$ cat src/design/blr_pkg.sv
// Shared types, constants and the coordinate clip function of the line rasterizer.
// Used by the front end, the walker, the top level and the checker.
`timescale 1ns / 1ps
package blr_pkg;

  localparam int COORD_W   = 6;
  localparam int DELTA_W   = 6;
  localparam int ERR_W     = 9;
  localparam int GRID_SIZE = 64;

  // Queue depths between the front end and the walker, and at the output.
  localparam int JOB_DEPTH = 2;
  localparam int PIX_DEPTH = 2;

  typedef logic [COORD_W-1:0] coord_t;
  typedef logic [DELTA_W-1:0] delta_t;
  typedef logic signed [ERR_W-1:0] err_t;

  // One classified line, ready to be walked.
  typedef struct packed {
    logic   walk_is_vertical;
    logic   minor_step_negative;
    coord_t major_pos;
    coord_t minor_pos;
    coord_t major_end;
    delta_t major_delta;
    delta_t minor_delta;
    err_t   error_term;
  } blr_job_t;

  typedef struct packed {
    coord_t pixel_x;
    coord_t pixel_y;
    logic   last_pixel;
  } blr_pixel_t;

  // Coordinates at or beyond the grid edge saturate to the last cell.
  function automatic coord_t clip_coord(input coord_t c);
    if (int'(c) >= GRID_SIZE) begin
      return COORD_W'(GRID_SIZE - 1);
    end
    return c;
  endfunction

endpackage

$ cat src/design/bresenham_line_rasterizer.sv
// Bresenham line rasterizer: accepts a line as two grid endpoints per transfer and
// returns one transfer per plotted pixel, walking upward along the major axis and
// marking the final pixel. The far endpoint is not drawn and a line with identical
// endpoints returns nothing. A line whose major span is n cells gives n pixels at one
// pixel per cycle while the pixel queue has room; the walker first loads the line,
// then plots its pixels, and that single walker sets the sustained rate. The front
// end classifies a line in the cycle it is accepted and stores it in a short job
// queue, so new lines are taken while an earlier one is still being walked, until
// the queue fills. Pixels wait in a small output queue; stalling pop stalls the walk.
// Depends on blr_pkg, blr_front, blr_fifo and blr_walker.
`timescale 1ns / 1ps
module bresenham_line_rasterizer #(
  parameter int JobDepth = blr_pkg::JOB_DEPTH,
  parameter int PixDepth = blr_pkg::PIX_DEPTH
) (
  input  logic            clk_i,
  input  logic            rst_ni,
  input  logic            push,
  output logic            full,
  input  blr_pkg::coord_t start_x_i,
  input  blr_pkg::coord_t start_y_i,
  input  blr_pkg::coord_t end_x_i,
  input  blr_pkg::coord_t end_y_i,
  input  logic            pop,
  output logic            empty,
  output blr_pkg::coord_t pixel_x_o,
  output blr_pkg::coord_t pixel_y_o,
  output logic            last_pixel_o
);
  import blr_pkg::*;

  blr_job_t   front_job, walk_job;
  blr_pixel_t walk_pix, out_pix;
  logic       job_wr, job_full, job_rd, job_empty;
  logic       pix_wr, pix_full;

  blr_front u_front (
    .push_i     (push),
    .full_o     (full),
    .start_x_i  (start_x_i),
    .start_y_i  (start_y_i),
    .end_x_i    (end_x_i),
    .end_y_i    (end_y_i),
    .job_full_i (job_full),
    .job_wr_o   (job_wr),
    .job_o      (front_job)
  );

  blr_fifo #(
    .T     (blr_job_t),
    .DEPTH (JobDepth)
  ) u_job_fifo (
    .clk_i     (clk_i),
    .rst_ni    (rst_ni),
    .wr_i      (job_wr),
    .wr_data_i (front_job),
    .full_o    (job_full),
    .rd_i      (job_rd),
    .rd_data_o (walk_job),
    .empty_o   (job_empty)
  );

  blr_walker u_walker (
    .clk_i       (clk_i),
    .rst_ni      (rst_ni),
    .job_empty_i (job_empty),
    .job_i       (walk_job),
    .job_rd_o    (job_rd),
    .pix_full_i  (pix_full),
    .pix_wr_o    (pix_wr),
    .pix_o       (walk_pix)
  );

  blr_fifo #(
    .T     (blr_pixel_t),
    .DEPTH (PixDepth)
  ) u_pix_fifo (
    .clk_i     (clk_i),
    .rst_ni    (rst_ni),
    .wr_i      (pix_wr),
    .wr_data_i (walk_pix),
    .full_o    (pix_full),
    .rd_i      (pop),
    .rd_data_o (out_pix),
    .empty_o   (empty)
  );

  assign pixel_x_o    = out_pix.pixel_x;
  assign pixel_y_o    = out_pix.pixel_y;
  assign last_pixel_o = out_pix.last_pixel;

endmodule

$ cat src/design/blr_fifo.sv
// Small first-in first-out queue with a count, used for line jobs and for pixels.
// Depends on nothing but its type and depth parameters.
`timescale 1ns / 1ps
module blr_fifo #(
  parameter type T     = logic,
  parameter int  DEPTH = 2
) (
  input  logic clk_i,
  input  logic rst_ni,
  input  logic wr_i,
  input  T     wr_data_i,
  output logic full_o,
  input  logic rd_i,
  output T     rd_data_o,
  output logic empty_o
);

  localparam int PtrW = (DEPTH > 1) ? $clog2(DEPTH) : 1;
  localparam int CntW = $clog2(DEPTH + 1);

  T               mem_q [DEPTH];
  logic [PtrW-1:0] wr_ptr_q, wr_ptr_d;
  logic [PtrW-1:0] rd_ptr_q, rd_ptr_d;
  logic [CntW-1:0] count_q, count_d;
  logic            do_wr, do_rd;

  assign full_o    = (count_q == CntW'(DEPTH));
  assign empty_o   = (count_q == '0);
  assign do_wr     = wr_i && !full_o;
  assign do_rd     = rd_i && !empty_o;
  assign rd_data_o = mem_q[rd_ptr_q];

  always_comb begin
    wr_ptr_d = wr_ptr_q;
    rd_ptr_d = rd_ptr_q;
    count_d  = count_q;
    if (do_wr) begin
      wr_ptr_d = (wr_ptr_q == PtrW'(DEPTH - 1)) ? '0 : wr_ptr_q + 1'b1;
    end
    if (do_rd) begin
      rd_ptr_d = (rd_ptr_q == PtrW'(DEPTH - 1)) ? '0 : rd_ptr_q + 1'b1;
    end
    if (do_wr && !do_rd) begin
      count_d = count_q + 1'b1;
    end else if (do_rd && !do_wr) begin
      count_d = count_q - 1'b1;
    end
  end

  always_ff @(posedge clk_i or negedge rst_ni) begin
    if (!rst_ni) begin
      wr_ptr_q <= '0;
      rd_ptr_q <= '0;
      count_q  <= '0;
    end else begin
      wr_ptr_q <= wr_ptr_d;
      rd_ptr_q <= rd_ptr_d;
      count_q  <= count_d;
    end
  end

  always_ff @(posedge clk_i) begin
    if (do_wr) begin
      mem_q[wr_ptr_q] <= wr_data_i;
    end
  end

endmodule

$ cat src/design/blr_front.sv
// Front end: clips the endpoints, picks the major axis, orders the endpoints
// and sets up deltas and the initial error term. Depends on blr_pkg.
`timescale 1ns / 1ps
module blr_front (
  input  logic              push_i,
  output logic              full_o,
  input  blr_pkg::coord_t   start_x_i,
  input  blr_pkg::coord_t   start_y_i,
  input  blr_pkg::coord_t   end_x_i,
  input  blr_pkg::coord_t   end_y_i,
  input  logic              job_full_i,
  output logic              job_wr_o,
  output blr_pkg::blr_job_t job_o
);
  import blr_pkg::*;

  coord_t x0, y0, x1, y1;
  coord_t adx, ady;
  coord_t maj0, maj1, min0, min1;
  coord_t lo_maj, hi_maj, lo_min, hi_min;
  logic   vertical, swap, minor_neg;
  delta_t dmaj, dmin;

  always_comb begin
    x0 = clip_coord(start_x_i);
    y0 = clip_coord(start_y_i);
    x1 = clip_coord(end_x_i);
    y1 = clip_coord(end_y_i);
    adx = (x1 > x0) ? x1 - x0 : x0 - x1;
    ady = (y1 > y0) ? y1 - y0 : y0 - y1;

    // Ties go to the y-major walk.
    vertical = !(adx > ady);
    maj0 = vertical ? y0 : x0;
    maj1 = vertical ? y1 : x1;
    min0 = vertical ? x0 : y0;
    min1 = vertical ? x1 : y1;

    // Only the major axis decides the swap; the minor direction follows.
    swap   = (maj0 > maj1);
    lo_maj = swap ? maj1 : maj0;
    hi_maj = swap ? maj0 : maj1;
    lo_min = swap ? min1 : min0;
    hi_min = swap ? min0 : min1;

    minor_neg = (hi_min < lo_min);
    dmin      = minor_neg ? DELTA_W'(lo_min - hi_min) : DELTA_W'(hi_min - lo_min);
    dmaj      = DELTA_W'(hi_maj - lo_maj);

    job_o.walk_is_vertical    = vertical;
    job_o.minor_step_negative = minor_neg;
    job_o.major_pos           = lo_maj;
    job_o.minor_pos           = lo_min;
    job_o.major_end           = hi_maj;
    job_o.major_delta         = dmaj;
    job_o.minor_delta         = dmin;
    job_o.error_term          = $signed({2'b00, dmin, 1'b0}) - $signed({3'b000, dmaj});
  end

  assign full_o = job_full_i;
  // A line with identical endpoints plots nothing and never reaches the walker.
  assign job_wr_o = push_i && !job_full_i && (dmaj != '0);

endmodule

$ cat src/design/blr_walker.sv
// Back end: walks one line job at a time, one pixel per cycle into the pixel queue
// while it has room. Depends on blr_pkg.
`timescale 1ns / 1ps
module blr_walker (
  input  logic                clk_i,
  input  logic                rst_ni,
  input  logic                job_empty_i,
  input  blr_pkg::blr_job_t   job_i,
  output logic                job_rd_o,
  input  logic                pix_full_i,
  output logic                pix_wr_o,
  output blr_pkg::blr_pixel_t pix_o
);
  import blr_pkg::*;

  logic     busy_q, busy_d;
  blr_job_t job_q, job_d;
  logic     last;
  err_t     twice_min, twice_maj;

  assign twice_min = $signed({2'b00, job_q.minor_delta, 1'b0});
  assign twice_maj = $signed({2'b00, job_q.major_delta, 1'b0});
  assign last      = ({1'b0, job_q.major_pos} + 1'b1) == {1'b0, job_q.major_end};

  always_comb begin
    busy_d   = busy_q;
    job_d    = job_q;
    job_rd_o = 1'b0;
    pix_wr_o = 1'b0;

    pix_o.pixel_x    = job_q.walk_is_vertical ? job_q.minor_pos : job_q.major_pos;
    pix_o.pixel_y    = job_q.walk_is_vertical ? job_q.major_pos : job_q.minor_pos;
    pix_o.last_pixel = last;

    if (!busy_q) begin
      if (!job_empty_i) begin
        job_rd_o = 1'b1;
        job_d    = job_i;
        busy_d   = 1'b1;
      end
    end else if (!pix_full_i) begin
      pix_wr_o = 1'b1;
      if (job_q.error_term >= 0) begin
        job_d.minor_pos  = job_q.minor_step_negative ? job_q.minor_pos - 1'b1
                                                     : job_q.minor_pos + 1'b1;
        job_d.error_term = job_q.error_term + twice_min - twice_maj;
      end else begin
        job_d.error_term = job_q.error_term + twice_min;
      end
      job_d.major_pos = job_q.major_pos + 1'b1;
      if (last) begin
        busy_d = 1'b0;
      end
    end
  end

  always_ff @(posedge clk_i or negedge rst_ni) begin
    if (!rst_ni) begin
      busy_q <= 1'b0;
    end else begin
      busy_q <= busy_d;
    end
  end

  always_ff @(posedge clk_i) begin
    job_q <= job_d;
  end

endmodule

$ cat config.mk
export PLATFORM = sky130hd
export DESIGN_NAME = bresenham_line_rasterizer
export DESIGN_NICKNAME = d
export VERILOG_FILES = /design/src/design/blr_pkg.sv /design/src/design/bresenham_line_rasterizer.sv /design/src/design/blr_fifo.sv /design/src/design/blr_front.sv /design/src/design/blr_walker.sv
export SDC_FILE = /design/constraint.sdc
export NUM_CORES = 1
export LEC_CHECK = 0
export BUFFER_PORTS_ARGS = -buffer_cell sky130_fd_sc_hd__clkbuf_2
export CORE_ASPECT_RATIO = 1.1
export CORE_MARGIN = 1.5
export CORE_UTILIZATION = 38
export DETAILED_ROUTE_END_ITERATION = 12
export GPL_TIMING_DRIVEN = 0
export PLACE_DENSITY = 0.58
export SLEW_MARGIN = 40
export SYNTH_ARGS = -nofsm -noshare
export SYNTH_HDL_FRONTEND = slang
export SYNTH_SLANG_ARGS = --single-unit
$ cat constraint.sdc
create_clock -name clk_i -period 4.6 [get_ports clk_i]
set_clock_uncertainty 0.1 [all_clocks]
set_input_delay 0 -clock clk_i [delete_from_list [all_inputs] [get_ports clk_i]]
set_output_delay 0 -clock clk_i [all_outputs]
set_load 0.005 [all_outputs]
---- Word level (Yosys, flattened, before mapping) ----
Memories as Yosys holds them, arrays and structs flattened.
Cells that the tools add are included.
operators by class
  add/sub/neg operators ................... 22
  multipliers ............................. 0
  divide/modulo/power cells ............... 0
  $lt $le $gt $ge ......................... 6
  eq/ne operators ......................... 6
  shift operators ......................... 0
  multiplexer cells ....................... 40
  bitwise logic cells ..................... 2
  reductions and logical operators ........ 27
operator list
  cell                                                                                 number
  6-bit two-way mux                                                                    15
  6-bit subtractor                                                                     7
  39-bit two-way mux                                                                   1
  9-bit two-way mux                                                                    3
  6-bit greater-than comparator                                                        4
  12-bit two-way mux                                                                   2
  1-bit two-way mux                                                                    15
  6-bit by 1-bit adder with 6-bit output, second input constant                        2
  1-bit logical AND                                                                    10
  9-bit by 8-bit adder with 9-bit output                                               1
  9-bit by 1-bit greater-or-equal comparator with 1-bit output, second input constant  1
  1-bit logical NOT                                                                    9
  9-bit by 8-bit subtractor with 9-bit output                                          1
  2-bit two-way mux                                                                    4
  7-bit by 6-bit subtractor with 8-bit output                                          1
  6-bit by 1-bit adder with 7-bit output, second input constant                        1
  7-bit by 6-bit equality test with 1-bit output                                       1
  6-bit less-than comparator                                                           1
  2-bit inequality test, second input constant                                         3
  6-bit nonzero test                                                                   1
  6-bit by 1-bit subtractor with 6-bit output, second input constant                   1
  1-bit adder, second input constant                                                   4
  2-bit by 1-bit adder with 2-bit output, second input constant                        2
  2-bit equality test, second input constant                                           2
  other kinds (6)                                                                      11
storage, ports and cells
  bits in registers ....................... 50
  bits in latches ......................... 0
  memory bits (writable) .................. 108
  bits in read-only memories .............. 0
  bits of input ports ..................... 28
  logic and storage cells ................. 120
  memories kept ........................... 2
memory list
  memory            words  width  rd ports  clocked after Yosys merged registers in  wr ports  line            text
  u_job_fifo.mem_q  2      41     1         0                                        1         blr_fifo.sv:21  T mem_q [DEPTH];
  u_pix_fifo.mem_q  2      13     1         0                                        1         blr_fifo.sv:21

---- Longest topological paths before layout ----
  depth in word-level cells ............... 14
  mapped depth ............................ 51
  gate-level depth less buffers ........... 44

---- Modules after synthesis ----
A second synthesis with hierarchy kept.
unflattened totals
  cells, all modules ...................... 869
  area, all modules ....................... 10,078.4 sq um
modules (own cells, without submodules)
  module                  instances  cells an instance  area an instance (sq um)
  blr_fifo at u_job_fifo  1          147                3,358.2
  blr_front               1          424                2,900.3
  blr_walker              1          239                2,651.3
  blr_fifo at u_pix_fifo  1          59                 1,168.6

---- Worst setup path after synthesis ----
Ideal clock, no wire load.
  kind .................................... input to register
  from .................................... input end_y_i[0]
  to ...................................... memory u_job_fifo.mem_q[0][6] (netlist bit) (data pin)
  setup time .............................. 272 ps
  arrival ................................. 8,423 ps
  required time ........................... 4,228 ps
  path slack .............................. -4,194 ps
  stages .................................. 51
  buffers on the path ..................... 7
  path through ............................ inv_1 ha_1 inv_1 fa_1 a21o_1 a21o_1 a21o_1 a21oi_1 a31oi_1 a211oi_1 a21oi_1 xnor2_1 ha_1 and4_4 o21a_1 o31a_1 buf_6 buf_2 [... 15 more ...] inv_1 ha_1 fa_1 nor2b_1 o21ai_0 a21boi_0 o21ai_0 nand2b_1 clkbuf_1 mux2i_1 a21oi_1 o21ai_0 xor2_1 ha_1 inv_1 o21bai_1 a21oi_1 xor2_1
RTL lines
  what             line                             text
  start, declared  bresenham_line_rasterizer.sv:23  input blr_pkg::coord_t end_y_i,
  end, declared    blr_fifo.sv:21

==> results.toml <==
[status]
outcome = "finished, violations left"
violations = "setup timing"

[detailed_routing]
viasPerCell = 5.09
routed_wl_um = 21900
drt_iter0_drc = 347
wl_per_cell_um = 17.3
firstDrtPassIters = 5
num_vias = 6427
ant_nets = 0
drcViolationCount = 0

[synthesis]
synth_area_per_cell_um2 = 11.6
yosys.area.top_type = "edfxtp_1"
synthTopCellsByCount = "edfxtp_1, inv_1, ha_1, a21oi_1, nand2_1"
synth_area_leaders = "edfxtp_1, ha_1, mux2_2"
ys_seq_elements = 153
syn_inst = 800
ys_types = 56
synth_edf_count = 144
yosysSeqAreaShare_pct = 49.2
synth_top_area_share_pct = 46.7
yosysWarnings = 0
synth.net_count = 906
synth.most_common_cell = "edfxtp_1"
synthArstFlopShare_pct = 5.88
netlist_area_um2 = 9260
ys.flop_type = "edfxtp_1"

[setup_path]
slowest_delay_ps = 410
worst-path-max-fanout = 6
ff2ff_path_depth = 5
crit_type = "input pin to flop"
slowest_stage = "fa_2"
worstSetupStartpoint = "end_x_i[0]"
rr_startpoint = "u_walker.busy_q"
cp.required_ps = 4750
endpoint_kind = "flop"
cp_data_arrival_time_ps = 8030
reg2reg_slack_ps = 1020
cp-start-kind = "input pin"
r2r-end = "u_walker.job_q[40]"

[clock_tree]
numClockSinks = 153
clkTransAtPathRegs_ps = 70
insertion_delay_ps = 420
cts_made_buffers = 17
cts_buffer_depth = 2
h-tree-depth = 4
cts_tree = "yes"
root_buffer = "clkbuf_16"

[floorplanning]
row_count = 59
start_util_pct = 38.9
fp.dieW_um = 152
die_h_um = 167
core_area_um2 = 23800
io_pins = 43
die_area_um2 = 25300

[sta]
whs_ps = 57.5
setup_ws_ps = -3270
drv_slew = 0
finalSetupViolCount = 155
hold_viol_final = 0
rsz0062_at_grt = "true"
fin_setup_tns_ps = -275470
fmax_ghz = 0.127
timing.final.crit_period_ps = 7870
worstMarginPinSlew_ps = 803
post-route-period-util_pct = 171
max_slew_margin_pct = 46.5

[global_route]
grt_pass1_wl_um = 34600
grt_pass1_vias = 6594
grt_use_total_pct = 17.4
grt-ovfl-total = 0
grt_max_degree = 21
antenna_found_initial = 0

[run]
maxCapViolCount = 0

[layout]
fin_nets = 1051
post_route_cells_drive_above_1_share_pct = 33.2
n_antenna_cell = 0
regArea_um2 = 4550
final_cell_count_no_fill = 1263
area_delta_synth_final_pct = 28.6
fill_cells = 2157
multi_input_area_um2 = 4830

[hold_path]
worstHoldPathType = "input pin to flop"
hold_depth = 5
min_from = "end_x_i[5]"
whs_endpoint = "u_job_fifo.mem_q[1][32]"

[place]
pre_cts_slack_ps = -4240
placedCellCount = 1149
dp.final_hpwl_um = 15600
port_buffers = 42
gp_congestion = 0.857
==> cell families (layout without fill, tap and decap cells) <==
family | Yosys count | count (layout) | share of synthesized area (%)
AOI/OAI and AO/OA | 178 | 178 | 12.7
DFF | 153 | 153 | 49.2
and+or+nand+nor | 145 | 149 | 7.07
buffers and inverters | 103 | 257 | 4.33
muxes | 88 | 88 | 10.1
adders and majority gates | 78 | 78 | 11.4
xor gates and xnor gates | 55 | 55 | 5.29
==> critical path: cells and delay by family <==
family / cells / cell delay [ps]
and+or+nand+nor: 5 / 690
adders and majority gates: 7 / 1890
buffers and inverters: 13 / 1350
xor gates and xnor gates: 3 / 720
AOI/OAI and AO/OA: 21 / 3150
muxes: 1 / 200
==> state kept, by name (all words and copies together), names as in the netlist <==
register / count
u_job_fifo.count_q: 2
u_job_fifo.mem_q: 78
u_job_fifo.rd_ptr_q: 1
u_job_fifo.wr_ptr_q: 1
u_pix_fifo.count_q: 2
u_pix_fifo.mem_q: 26
u_pix_fifo.rd_ptr_q: 1
u_pix_fifo.wr_ptr_q: 1
u_walker.busy_q: 1
u_walker.job_q: 40
==> cells in the final DEF (no fill, tap or decap), drive strengths merged, types with 2 or more instances in the layout <==
cell	count
a211o	3
nor2b	7
ha	68
edfxtp	144
a21o	30
a21oi	54
o21ai	21
o211ai	14
bufinv	2
clkinv	4
inv	82
and2	11
fa	10
a41o	2
nand3	11
mux2	45
o22ai	18
dfrtp	9
a211oi	6
buf	98
clkbuf	67
xnor2	31
o21bai	9
or3	3
o21a	4
nor3	6
and3	3
xor2	24
nand2b	2
nor2	47
dlygate4sd3	3
mux2i	43
nand2	52
and4	3
nor4	2
a31oi	8
==> cell type report <==
type	count	area share, %
Timing Repair Buffer	122	8.22
Tap cell	305	3.21
Clock inverter	15	1.50
Clock buffer	17	3.57
Sequential cell	153	38.2
Inverter	74	2.63
Multi-Input combinational cell	548	40.6
Buffer	29	2.02
==> stage by stage <==
step | utilization (%) | cell area (um^2)
3_5_place_dp | 42.6 | 10100
2_1_floorplan | - | 9500
4_1_cts | 48.5 | 11500
3_3_place_gp | 42.4 | 10100
6_report | 50.1 | 11900
5_1_grt | 50.1 | 11900
==> routing by layer <==
layer	GRT usage [%]	share of wire, %	routed length [um]
met1	21.1	43	9290
met2	31.1	52	11400
met4	6.33	2.5	536
met3	2.68	3.0	660
met5	0	0	0
==> how the worst max path moves through the flow <==
stage                              to  slack [ps]
6_report       u_job_fifo.mem_q[1][6]       -3270
5_1_grt        u_job_fifo.mem_q[0][6]       -3630
4_1_cts        u_job_fifo.mem_q[0][6]       -3100
3_5_place_dp   u_job_fifo.mem_q[0][8]       -4240
3_3_place_gp   u_job_fifo.mem_q[0][6]       -4220
2_1_floorplan  u_job_fifo.mem_q[0][6]       -2890
==> timing repair <==
action	CTS	global route
pin swaps	41	45
setup endpoints to repair	155	155
hold buffers	3	0
hold endpoints to repair	11	0
resized for setup	75	50
setup buffers	53	28
cloned	5	0
Power is left out: the tool's default activity adds up to more than one toggle a clock period on the data nets, which glitch-free logic cannot reach.
